## src/rtl/core/u8u16_pkg.sv

```systemverilog
// Shared types and constants for the UTF-8 to UTF-16 transcoder.
// Used by the front decoder, the command queue, the result stage and the top level.
package u8u16_pkg;

  localparam int unsigned QUEUE_DEPTH_DEF = 4;
  localparam logic [20:0] UPPER_LIMIT_RST = 21'h0EFFFF;
  localparam logic [15:0] COUNT_MAX       = 16'hFFFF;
  localparam logic [15:0] HI_SURR_BASE    = 16'hD800;
  localparam logic [15:0] LO_SURR_BASE    = 16'hDC00;
  localparam logic [15:0] HI_SURR_ADJ     = 16'h0040;

  typedef enum logic [1:0] {
    ST_UNIT = 2'd0,
    ST_END  = 2'd1,
    ST_BAD  = 2'd2,
    ST_BIG  = 2'd3
  } status_t;

  typedef enum logic [2:0] {
    OP_UNIT,
    OP_PAIR,
    OP_END,
    OP_BAD,
    OP_BIG
  } op_t;

  typedef struct packed {
    op_t         op;
    logic [20:0] code;
    logic [15:0] count;
  } cmd_t;

  typedef struct packed {
    logic empty;
    logic full;
  } qstat_t;

  function automatic logic [15:0] sat_inc(input logic [15:0] c);
    sat_inc = (c == COUNT_MAX) ? c : c + 16'd1;
  endfunction

endpackage

```

## src/rtl/core/u8u16_front.sv

```systemverilog
// Front decoder: accepts UTF-8 bytes, tracks sequence state and unit count,
// and pushes one command per byte that yields results. Depends on u8u16_pkg.
module u8u16_front
  import u8u16_pkg::*;
(
  input  logic        clk,
  input  logic        rst_n,
  input  logic        cfg_we,
  input  logic [20:0] cfg_upper_limit,
  input  logic        in_push,
  input  logic [7:0]  in_byte_in,
  input  qstat_t      q_stat,
  output logic        in_full,
  output logic        cmd_push,
  output cmd_t        cmd
);

  logic [20:0] limit_r;
  logic [30:0] acc_r, acc_nxt;
  logic [2:0]  rem_r, rem_nxt;
  logic        disc_r, disc_nxt;
  logic [15:0] cnt_r, cnt_nxt;

  logic        accept;
  logic [30:0] acc_cont;
  logic [2:0]  rem_dec;
  logic [30:0] cp;
  logic        emit;

  assign in_full  = q_stat.full;
  assign accept   = in_push && !q_stat.full;
  assign acc_cont = {acc_r[24:0], in_byte_in[5:0]};
  assign rem_dec  = rem_r - 3'd1;

  always_comb begin
    acc_nxt   = acc_r;
    rem_nxt   = rem_r;
    disc_nxt  = disc_r;
    cnt_nxt   = cnt_r;
    cmd_push  = 1'b0;
    cmd.op    = OP_BAD;
    cmd.code  = '0;
    cmd.count = '0;
    cp        = '0;
    emit      = 1'b0;
    if (accept) begin
      if (disc_r) begin
        if (in_byte_in == 8'h00) begin
          disc_nxt = 1'b0;
          cnt_nxt  = '0;
        end
      end else if (rem_r == 3'd0) begin
        if (in_byte_in == 8'h00) begin
          cmd_push  = 1'b1;
          cmd.op    = OP_END;
          cmd.count = cnt_r;
          cnt_nxt   = '0;
        end else if (in_byte_in < 8'h80) begin
          emit = 1'b1;
          cp   = {23'd0, in_byte_in};
        end else if (in_byte_in < 8'hC0 || in_byte_in > 8'hFD) begin
          cmd_push = 1'b1;
          cmd.op   = OP_BAD;
          acc_nxt  = '0;
          cnt_nxt  = '0;
          disc_nxt = 1'b1;
        end else if (in_byte_in < 8'hE0) begin
          acc_nxt = {26'd0, in_byte_in[4:0]};
          rem_nxt = 3'd1;
        end else if (in_byte_in < 8'hF0) begin
          acc_nxt = {27'd0, in_byte_in[3:0]};
          rem_nxt = 3'd2;
        end else if (in_byte_in < 8'hF8) begin
          acc_nxt = {28'd0, in_byte_in[2:0]};
          rem_nxt = 3'd3;
        end else if (in_byte_in < 8'hFC) begin
          acc_nxt = {29'd0, in_byte_in[1:0]};
          rem_nxt = 3'd4;
        end else begin
          acc_nxt = {30'd0, in_byte_in[0]};
          rem_nxt = 3'd5;
        end
      end else begin
        if (in_byte_in == 8'h00 || in_byte_in < 8'h80 || in_byte_in > 8'hBF) begin
          cmd_push = 1'b1;
          cmd.op   = OP_BAD;
          acc_nxt  = '0;
          rem_nxt  = '0;
          cnt_nxt  = '0;
          disc_nxt = (in_byte_in != 8'h00);
        end else begin
          rem_nxt = rem_dec;
          if (rem_dec == 3'd0) begin
            acc_nxt = '0;
            emit    = 1'b1;
            cp      = acc_cont;
          end else begin
            acc_nxt = acc_cont;
          end
        end
      end

      if (emit) begin
        cmd_push = 1'b1;
        if (cp[30:16] == 15'd0) begin
          cmd.op    = OP_UNIT;
          cmd.code  = cp[20:0];
          cmd.count = sat_inc(cnt_r);
          cnt_nxt   = sat_inc(cnt_r);
        end else if (cp[30:21] == 10'd0 && cp[20:0] <= limit_r) begin
          cmd.op    = OP_PAIR;
          cmd.code  = cp[20:0];
          cmd.count = sat_inc(cnt_r);
          cnt_nxt   = sat_inc(sat_inc(cnt_r));
        end else begin
          cmd.op   = OP_BIG;
          acc_nxt  = '0;
          rem_nxt  = '0;
          cnt_nxt  = '0;
          disc_nxt = 1'b1;
        end
      end
    end
  end

  always_ff @(posedge clk) begin
    if (!rst_n) begin
      limit_r <= UPPER_LIMIT_RST;
      acc_r   <= '0;
      rem_r   <= '0;
      disc_r  <= 1'b0;
      cnt_r   <= '0;
    end else begin
      if (cfg_we) begin
        limit_r <= cfg_upper_limit;
      end
      acc_r  <= acc_nxt;
      rem_r  <= rem_nxt;
      disc_r <= disc_nxt;
      cnt_r  <= cnt_nxt;
    end
  end

endmodule

```

## src/rtl/core/u8u16_queue.sv

```systemverilog
// Short command queue between the front decoder and the result stage.
// Register-based circular buffer; depends on u8u16_pkg.
module u8u16_queue
  import u8u16_pkg::*;
#(
  parameter int unsigned DEPTH = QUEUE_DEPTH_DEF
) (
  input  logic   clk,
  input  logic   rst_n,
  input  logic   push,
  input  cmd_t   wr_cmd,
  input  logic   pop,
  output cmd_t   rd_cmd,
  output qstat_t stat
);

  localparam int unsigned PTR_W = (DEPTH > 1) ? $clog2(DEPTH) : 1;
  localparam int unsigned CNT_W = $clog2(DEPTH + 1);
  localparam logic [PTR_W-1:0] PTR_LAST = PTR_W'(DEPTH - 1);
  localparam logic [CNT_W-1:0] CNT_FULL = CNT_W'(DEPTH);

  cmd_t             mem_r [DEPTH];
  logic [PTR_W-1:0] wr_ptr_r, wr_ptr_nxt;
  logic [PTR_W-1:0] rd_ptr_r, rd_ptr_nxt;
  logic [CNT_W-1:0] cnt_r, cnt_nxt;
  logic             do_push, do_pop;

  assign stat.empty = (cnt_r == '0);
  assign stat.full  = (cnt_r == CNT_FULL);
  assign do_push    = push && !stat.full;
  assign do_pop     = pop && !stat.empty;
  assign rd_cmd     = mem_r[rd_ptr_r];

  always_comb begin
    wr_ptr_nxt = wr_ptr_r;
    rd_ptr_nxt = rd_ptr_r;
    cnt_nxt    = cnt_r;
    if (do_push) begin
      wr_ptr_nxt = (wr_ptr_r == PTR_LAST) ? '0 : wr_ptr_r + PTR_W'(1);
    end
    if (do_pop) begin
      rd_ptr_nxt = (rd_ptr_r == PTR_LAST) ? '0 : rd_ptr_r + PTR_W'(1);
    end
    if (do_push && !do_pop) begin
      cnt_nxt = cnt_r + CNT_W'(1);
    end else if (do_pop && !do_push) begin
      cnt_nxt = cnt_r - CNT_W'(1);
    end
  end

  always_ff @(posedge clk) begin
    if (!rst_n) begin
      wr_ptr_r <= '0;
      rd_ptr_r <= '0;
      cnt_r    <= '0;
    end else begin
      wr_ptr_r <= wr_ptr_nxt;
      rd_ptr_r <= rd_ptr_nxt;
      cnt_r    <= cnt_nxt;
    end
  end

  always_ff @(posedge clk) begin
    if (do_push) begin
      mem_r[wr_ptr_r] <= wr_cmd;
    end
  end

endmodule

```

## src/rtl/core/u8u16_back.sv

```systemverilog
// Result stage: turns queued commands into result items, splitting
// surrogate pairs into two result items held in a registered output. Depends on u8u16_pkg.
module u8u16_back
  import u8u16_pkg::*;
(
  input  logic        clk,
  input  logic        rst_n,
  input  cmd_t        cmd,
  input  qstat_t      q_stat,
  output logic        cmd_pop,
  input  logic        out_pop,
  output logic        out_empty,
  output logic [15:0] out_unit,
  output logic [1:0]  out_status,
  output logic        out_last,
  output logic [15:0] out_unit_count
);

  logic        valid_r, valid_nxt;
  logic        half_r, half_nxt;
  logic [15:0] unit_r, unit_nxt;
  status_t     status_r, status_nxt;
  logic        last_r, last_nxt;
  logic [15:0] count_r, count_nxt;
  logic [15:0] lo_unit_r, lo_unit_nxt;
  logic [15:0] lo_count_r, lo_count_nxt;
  logic        advance;
  logic [15:0] hi_surr, lo_surr;

  assign advance  = !valid_r || out_pop;
  assign hi_surr  = HI_SURR_BASE + {5'd0, cmd.code[20:10]} - HI_SURR_ADJ;
  assign lo_surr  = LO_SURR_BASE + {6'd0, cmd.code[9:0]};

  assign out_empty      = !valid_r;
  assign out_unit       = unit_r;
  assign out_status     = status_r;
  assign out_last       = last_r;
  assign out_unit_count = count_r;

  always_comb begin
    valid_nxt    = valid_r;
    half_nxt     = half_r;
    unit_nxt     = unit_r;
    status_nxt   = status_r;
    last_nxt     = last_r;
    count_nxt    = count_r;
    lo_unit_nxt  = lo_unit_r;
    lo_count_nxt = lo_count_r;
    cmd_pop      = 1'b0;
    if (advance) begin
      if (half_r) begin
        valid_nxt  = 1'b1;
        half_nxt   = 1'b0;
        unit_nxt   = lo_unit_r;
        status_nxt = ST_UNIT;
        last_nxt   = 1'b1;
        count_nxt  = lo_count_r;
      end else if (!q_stat.empty) begin
        cmd_pop   = 1'b1;
        valid_nxt = 1'b1;
        last_nxt  = 1'b1;
        unit_nxt  = '0;
        count_nxt = '0;
        case (cmd.op)
          OP_UNIT: begin
            unit_nxt   = cmd.code[15:0];
            status_nxt = ST_UNIT;
            count_nxt  = cmd.count;
          end
          OP_PAIR: begin
            unit_nxt     = hi_surr;
            status_nxt   = ST_UNIT;
            count_nxt    = cmd.count;
            last_nxt     = 1'b0;
            half_nxt     = 1'b1;
            lo_unit_nxt  = lo_surr;
            lo_count_nxt = sat_inc(cmd.count);
          end
          OP_END: begin
            status_nxt = ST_END;
            count_nxt  = cmd.count;
          end
          OP_BIG: begin
            status_nxt = ST_BIG;
          end
          default: begin
            status_nxt = ST_BAD;
          end
        endcase
      end else begin
        valid_nxt = 1'b0;
      end
    end
  end

  always_ff @(posedge clk) begin
    if (!rst_n) begin
      valid_r <= 1'b0;
      half_r  <= 1'b0;
    end else begin
      valid_r <= valid_nxt;
      half_r  <= half_nxt;
    end
  end

  always_ff @(posedge clk) begin
    unit_r     <= unit_nxt;
    status_r   <= status_nxt;
    last_r     <= last_nxt;
    count_r    <= count_nxt;
    lo_unit_r  <= lo_unit_nxt;
    lo_count_r <= lo_count_nxt;
  end

endmodule

```

## src/rtl/core/utf8_to_utf16_transcoder_unit.sv

```systemverilog
// UTF-8 to UTF-16 transcoder, top level: one byte per push on the input
// queue side, one UTF-16 result item per pop on the output side. Bytes are
// taken one per cycle while the internal command queue has room; each
// result is registered into the output of the result stage when its command
// is popped from the queue, so a surrogate pair occupies the output for two
// result items and a run of pairs lowers the sustained byte rate only when the
// command queue (QUEUE_DEPTH entries) fills. Depends on u8u16_pkg,
// u8u16_front, u8u16_queue and u8u16_back.
module utf8_to_utf16_transcoder_unit
  import u8u16_pkg::*;
#(
  parameter int unsigned QUEUE_DEPTH = QUEUE_DEPTH_DEF
) (
  input  logic        clk,
  input  logic        rst_n,
  input  logic        cfg_we,
  input  logic [20:0] cfg_upper_limit,
  input  logic        in_push,
  input  logic [7:0]  in_byte_in,
  output logic        in_full,
  input  logic        out_pop,
  output logic        out_empty,
  output logic [15:0] out_unit,
  output logic [1:0]  out_status,
  output logic        out_last,
  output logic [15:0] out_unit_count
);

  qstat_t q_stat;
  cmd_t   wr_cmd, rd_cmd;
  logic   cmd_push, cmd_pop;

  u8u16_front u_front (
    .clk            (clk),
    .rst_n          (rst_n),
    .cfg_we         (cfg_we),
    .cfg_upper_limit(cfg_upper_limit),
    .in_push        (in_push),
    .in_byte_in     (in_byte_in),
    .q_stat         (q_stat),
    .in_full        (in_full),
    .cmd_push       (cmd_push),
    .cmd            (wr_cmd)
  );

  u8u16_queue #(
    .DEPTH(QUEUE_DEPTH)
  ) u_queue (
    .clk   (clk),
    .rst_n (rst_n),
    .push  (cmd_push),
    .wr_cmd(wr_cmd),
    .pop   (cmd_pop),
    .rd_cmd(rd_cmd),
    .stat  (q_stat)
  );

  u8u16_back u_back (
    .clk           (clk),
    .rst_n         (rst_n),
    .cmd           (rd_cmd),
    .q_stat        (q_stat),
    .cmd_pop       (cmd_pop),
    .out_pop       (out_pop),
    .out_empty     (out_empty),
    .out_unit      (out_unit),
    .out_status    (out_status),
    .out_last      (out_last),
    .out_unit_count(out_unit_count)
  );

endmodule
```

## config.mk

```make
export PLATFORM = sky130hd
export DESIGN_NAME = utf8_to_utf16_transcoder_unit
export DESIGN_NICKNAME = d
export VERILOG_FILES = /design/src/rtl/core/u8u16_pkg.sv /design/src/rtl/core/u8u16_front.sv /design/src/rtl/core/u8u16_queue.sv /design/src/rtl/core/u8u16_back.sv /design/src/rtl/core/utf8_to_utf16_transcoder_unit.sv
export SDC_FILE = /design/constraint.sdc
export NUM_CORES = 1
export LEC_CHECK = 0
export BUFFER_PORTS_ARGS = -buffer_cell sky130_fd_sc_hd__buf_2
export CAP_MARGIN = 10
export CORE_MARGIN = 2
export CORE_UTILIZATION = 50
export CTS_CLUSTER_SIZE = 14
export DETAILED_ROUTE_END_ITERATION = 8
export PLACE_DENSITY_LB_ADDON = 0.08
export REMOVE_ABC_BUFFERS = 1
export SETUP_SLACK_MARGIN = 0.4
export SLEW_MARGIN = 5
export SYNTH_ARGS = -nofsm -noshare
export SYNTH_HDL_FRONTEND = slang
export SYNTH_HIERARCHICAL = 1
export SYNTH_SLANG_ARGS = --single-unit
```

## constraint.sdc

```tcl
create_clock -name clk -period 4.6 [get_ports clk]
set_input_delay 0.69 -clock clk [delete_from_list [all_inputs] [get_ports clk]]
set_output_delay 0.69 -clock clk [all_outputs]
set_load 0.03 [all_outputs]
```

==> results.cfg <==
[floorplan]
start_util_pct = 50.80
fp.dieW_um = 172.0
io_pins = 71
die_area_mm2 = 0.02959
row_count = 61
die_y_um = 172.0
coreArea_mm2 = 0.02778

[cts]
cts.sinks = 298
cts.reportedPaths.clkPinSlew_ps = 60
ctsHoldBuffers = 0
cts_buffer_depth = 3
cts_tree = yes
clock_tree.root_cell = clkbuf_16
htreeDepth = 1
worstSkewPairLatency_ps = 550
numCtsBuffers = 31

[grt]
overflow = 0
antenna_found_initial = 0
grt_pass1_vias = 8689
grt_max_degree = 68
grt_util_all_layers_pct = 20.73
grt_pass1_wl_mm = 48.22

[timing]
hold_viol_final = 0
drv_slew = 0
max_freq_mhz = 248.4
min_period_over_period_pct = 87.53
grt_setup_unrepaired = yes
max_slew_margin_pct = 32.27
worst_pin_slew_ps = 1014
setup_viol_count_final = 0
fin_skew_ps = 13.15
whs_ps = 346.3
post-route-min-period_ps = 4026

[logic_synthesis]
synth_warnings = 6
yosysUniqueCellTypes = 73
syn_area_mm2 = 0.01411
synth-edff-count = 221
async_flop_share_pct = 0
yosysMostFrequentCell = edfxtp_1
synth_area_leaders = edfxtp_1 47%, dfxtp_1 11%, mux4_2 6.4%
yosysSeqAreaShare_pct = 57.94
synth_cells = 1136
yosys.area.top_type = edfxtp_1
syn_avg_cell_area_um2 = 12.42
ys.flop_type = edfxtp_1
yosys.area.top_type_share_pct = 47.02
synth_commonest_cells = 221 x edfxtp_1, 101 x nand2_1, 77 x dfxtp_1
ys_seq_elements = 298

[place]
io_buffers = 70
dp_hpwl_mm = 20.65
gp_congestion = 0.9627
placed_cells = 1553
postPlaceCellArea_mm2 = 0.01492

[worst_setup_path]
cp-end-kind = flip-flop
endpoint = u_queue/mem_r[1][0]
reg2reg_slack_ps = 570
crit_type = reg2reg
start_kind = flip-flop
cpPeakStageDelay_ps = 410
reg2reg_depth = 16
crit_start = u_front/rem_r[0]
r2r-end = u_queue/mem_r[1][0]
crit_chain = inv_1, ha_1, or2_2, a21boi_0, buf_4, buf_4, and3_1, ha_1, and4_1, nand4_1, o211ai_1, nor4b_2, nor2_1, buf_4, a211oi_1, nor3_1
cp.arrival_ps = 4310
worstPathMaxFanout = 15
cpMostUsedCell = buf_4
worstPathRequired_ps = 4890
crit_slowest_cell = nor4b_2
rr_startpoint = u_front/rem_r[0]

[route]
wire_per_inst_um = 18.66
met1_length_mm = 14.87
drtIter0Drc = 854
firstDrtPassIters = 5
wl_met2_mm = 13.16
wl_mm = 30.12
drc = 0
vias_per_cell = 5.693
highest-signal-layer = met4
num_vias = 9189
wl_met3_mm = 1.528
ant_nets = 0

[final_layout]
stdcell_count = 1614
diodes = 0
drive_above_1_share_pct = 19.74
final_util_pct = 57.70
syn2layout_area_growth_pct = 13.57
stdcell_area_mm2 = 0.01603
nets = 1282

[hold_path]
hold_class = in2reg

[run_status]
outcome = finished, final reports clean

[flow_run]
drv_cap = 0

[power_and_ir_drop]
ir_drop_mv = 0.3012
power_density_mw_per_mm2 = 515.7
leakage_nw = 5.946
-- registers in the layout, indices dropped and copies added (netlist names), named ones only --
| register | flops |
|---|---|
| u_back/half_r | 1 |
| u_back/lo_count_r | 16 |
| u_back/lo_unit_r | 10 |
| u_back/out_last | 1 |
| u_back/out_status | 2 |
| u_back/out_unit | 16 |
| u_back/out_unit_count | 16 |
| u_back/valid_r | 1 |
| u_front/acc_r | 25 |
| u_front/cnt_r | 16 |
| u_front/disc_r | 1 |
| u_front/limit_r | 21 |
| u_front/rem_r | 3 |
| u_queue/cnt_r | 3 |
| u_queue/mem_r | 160 |
| u_queue/rd_ptr_r | 2 |
| u_queue/wr_ptr_r | 2 |
-- through the flow --
step,power [mW],TNS (ps),setup WS (ps)
after floorplan,5.214,-14640,-545.7
after global placement,5.842,0,386.7
after global routing,8.718,0,390.2
after CTS,8.361,0,489.8
after detailed placement,5.868,0,261.1
final,8.266,0,573.5
-- repair_timing --
action | CTS | global route
setup buffers | 0 | 5
gates resized for setup | 0 | 13
setup endpoints to repair | 0 | 138
-- cell families after synthesis --
family                   after synthesis  share of synthesized area [%]
adder cells (fa/ha/maj)               35                          3.156
buffers and inverters                112                          3.785
AO/OA/AOI/OAI                        218                          10.45
multiplexers                          65                          8.218
flip-flops                           298                          57.94
AND/OR/NAND/NOR                      381                          14.77
XOR/XNOR                              27                          1.675
-- how the worst min path moves through the flow --
stage	from	end	slack, ps	cells after the start
floorplan	u_front/rem_r[1]	u_front/rem_r[1]	440	2
global placement	u_front/rem_r[1]	u_front/rem_r[1]	460	2
detailed placement	u_front/rem_r[1]	u_front/rem_r[1]	470	2
CTS	cfg_upper_limit[0]	u_front/limit_r[0]	320	3
global route	cfg_upper_limit[11]	u_front/limit_r[11]	350	3
finish	cfg_upper_limit[0]	u_front/limit_r[0]	350	3
-- layout make-up --
type / count / area (um^2)
tap: 378 / 473.0
clock inverter: 21 / 214.0
multi-input combinational: 726 / 5484
inverter: 42 / 157.7
sequential: 298 / 8182
clock buffer: 35 / 800.8
fill: 2400 / 11750
timing repair buffer: 114 / 718.2
-- critical path: cells and delay by family (launching register included) --
family	cells	cell delay, ps
flops	1	380
compound gates	3	870
fa+ha+maj	2	410
buf+inv	4	650
simple gates	7	1440
-- report_power, final --
group	switching, mW	total (mW)	internal (mW)
Combinational	1.39	2.22	0.833
Sequential	0.152	3.57	3.41
Clock	1.01	2.48	1.47
-- layer usage --
metal	track usage (%)	vias up
met1	31.96	4423
met3	2.678	45
met5	0	-
met2	31.38	255
met4	4.859	0
li1	-	4466
-- cell usage in the layout, fill, tap and decap left out, types with 10 or more instances in the layout --
| master | synthesis | layout |
|---|---|---|
| a21oi_1 | 36 | 35 |
| a22o_1 | 26 | 26 |
| a22oi_1 | 30 | 30 |
| and2_1 | 19 | 15 |
| and3_1 | 41 | 41 |
| buf_2 | 12 | 70 |
| buf_4 | 4 | 41 |
| clkbuf_16 | 0 | 31 |
| dfxtp_1 | 77 | 74 |
| edfxtp_1 | 221 | 221 |
| ha_1 | 34 | 34 |
| inv_1 | 41 | 41 |
| mux2i_1 | 18 | 18 |
| mux4_2 | 40 | 40 |
| nand2_1 | 101 | 101 |
| nand3_1 | 30 | 29 |
| nand4_1 | 16 | 16 |
| nor2_1 | 51 | 50 |
| nor2b_1 | 31 | 31 |
| nor3_1 | 29 | 26 |
| nor4_1 | 14 | 12 |
| o211ai_1 | 21 | 21 |
| o21ai_0 | 51 | 50 |
| xnor2_1 | 17 | 17 |
| xor2_1 | 10 | 10 |
No activity file was read; power rests on OpenSTA's default activity.
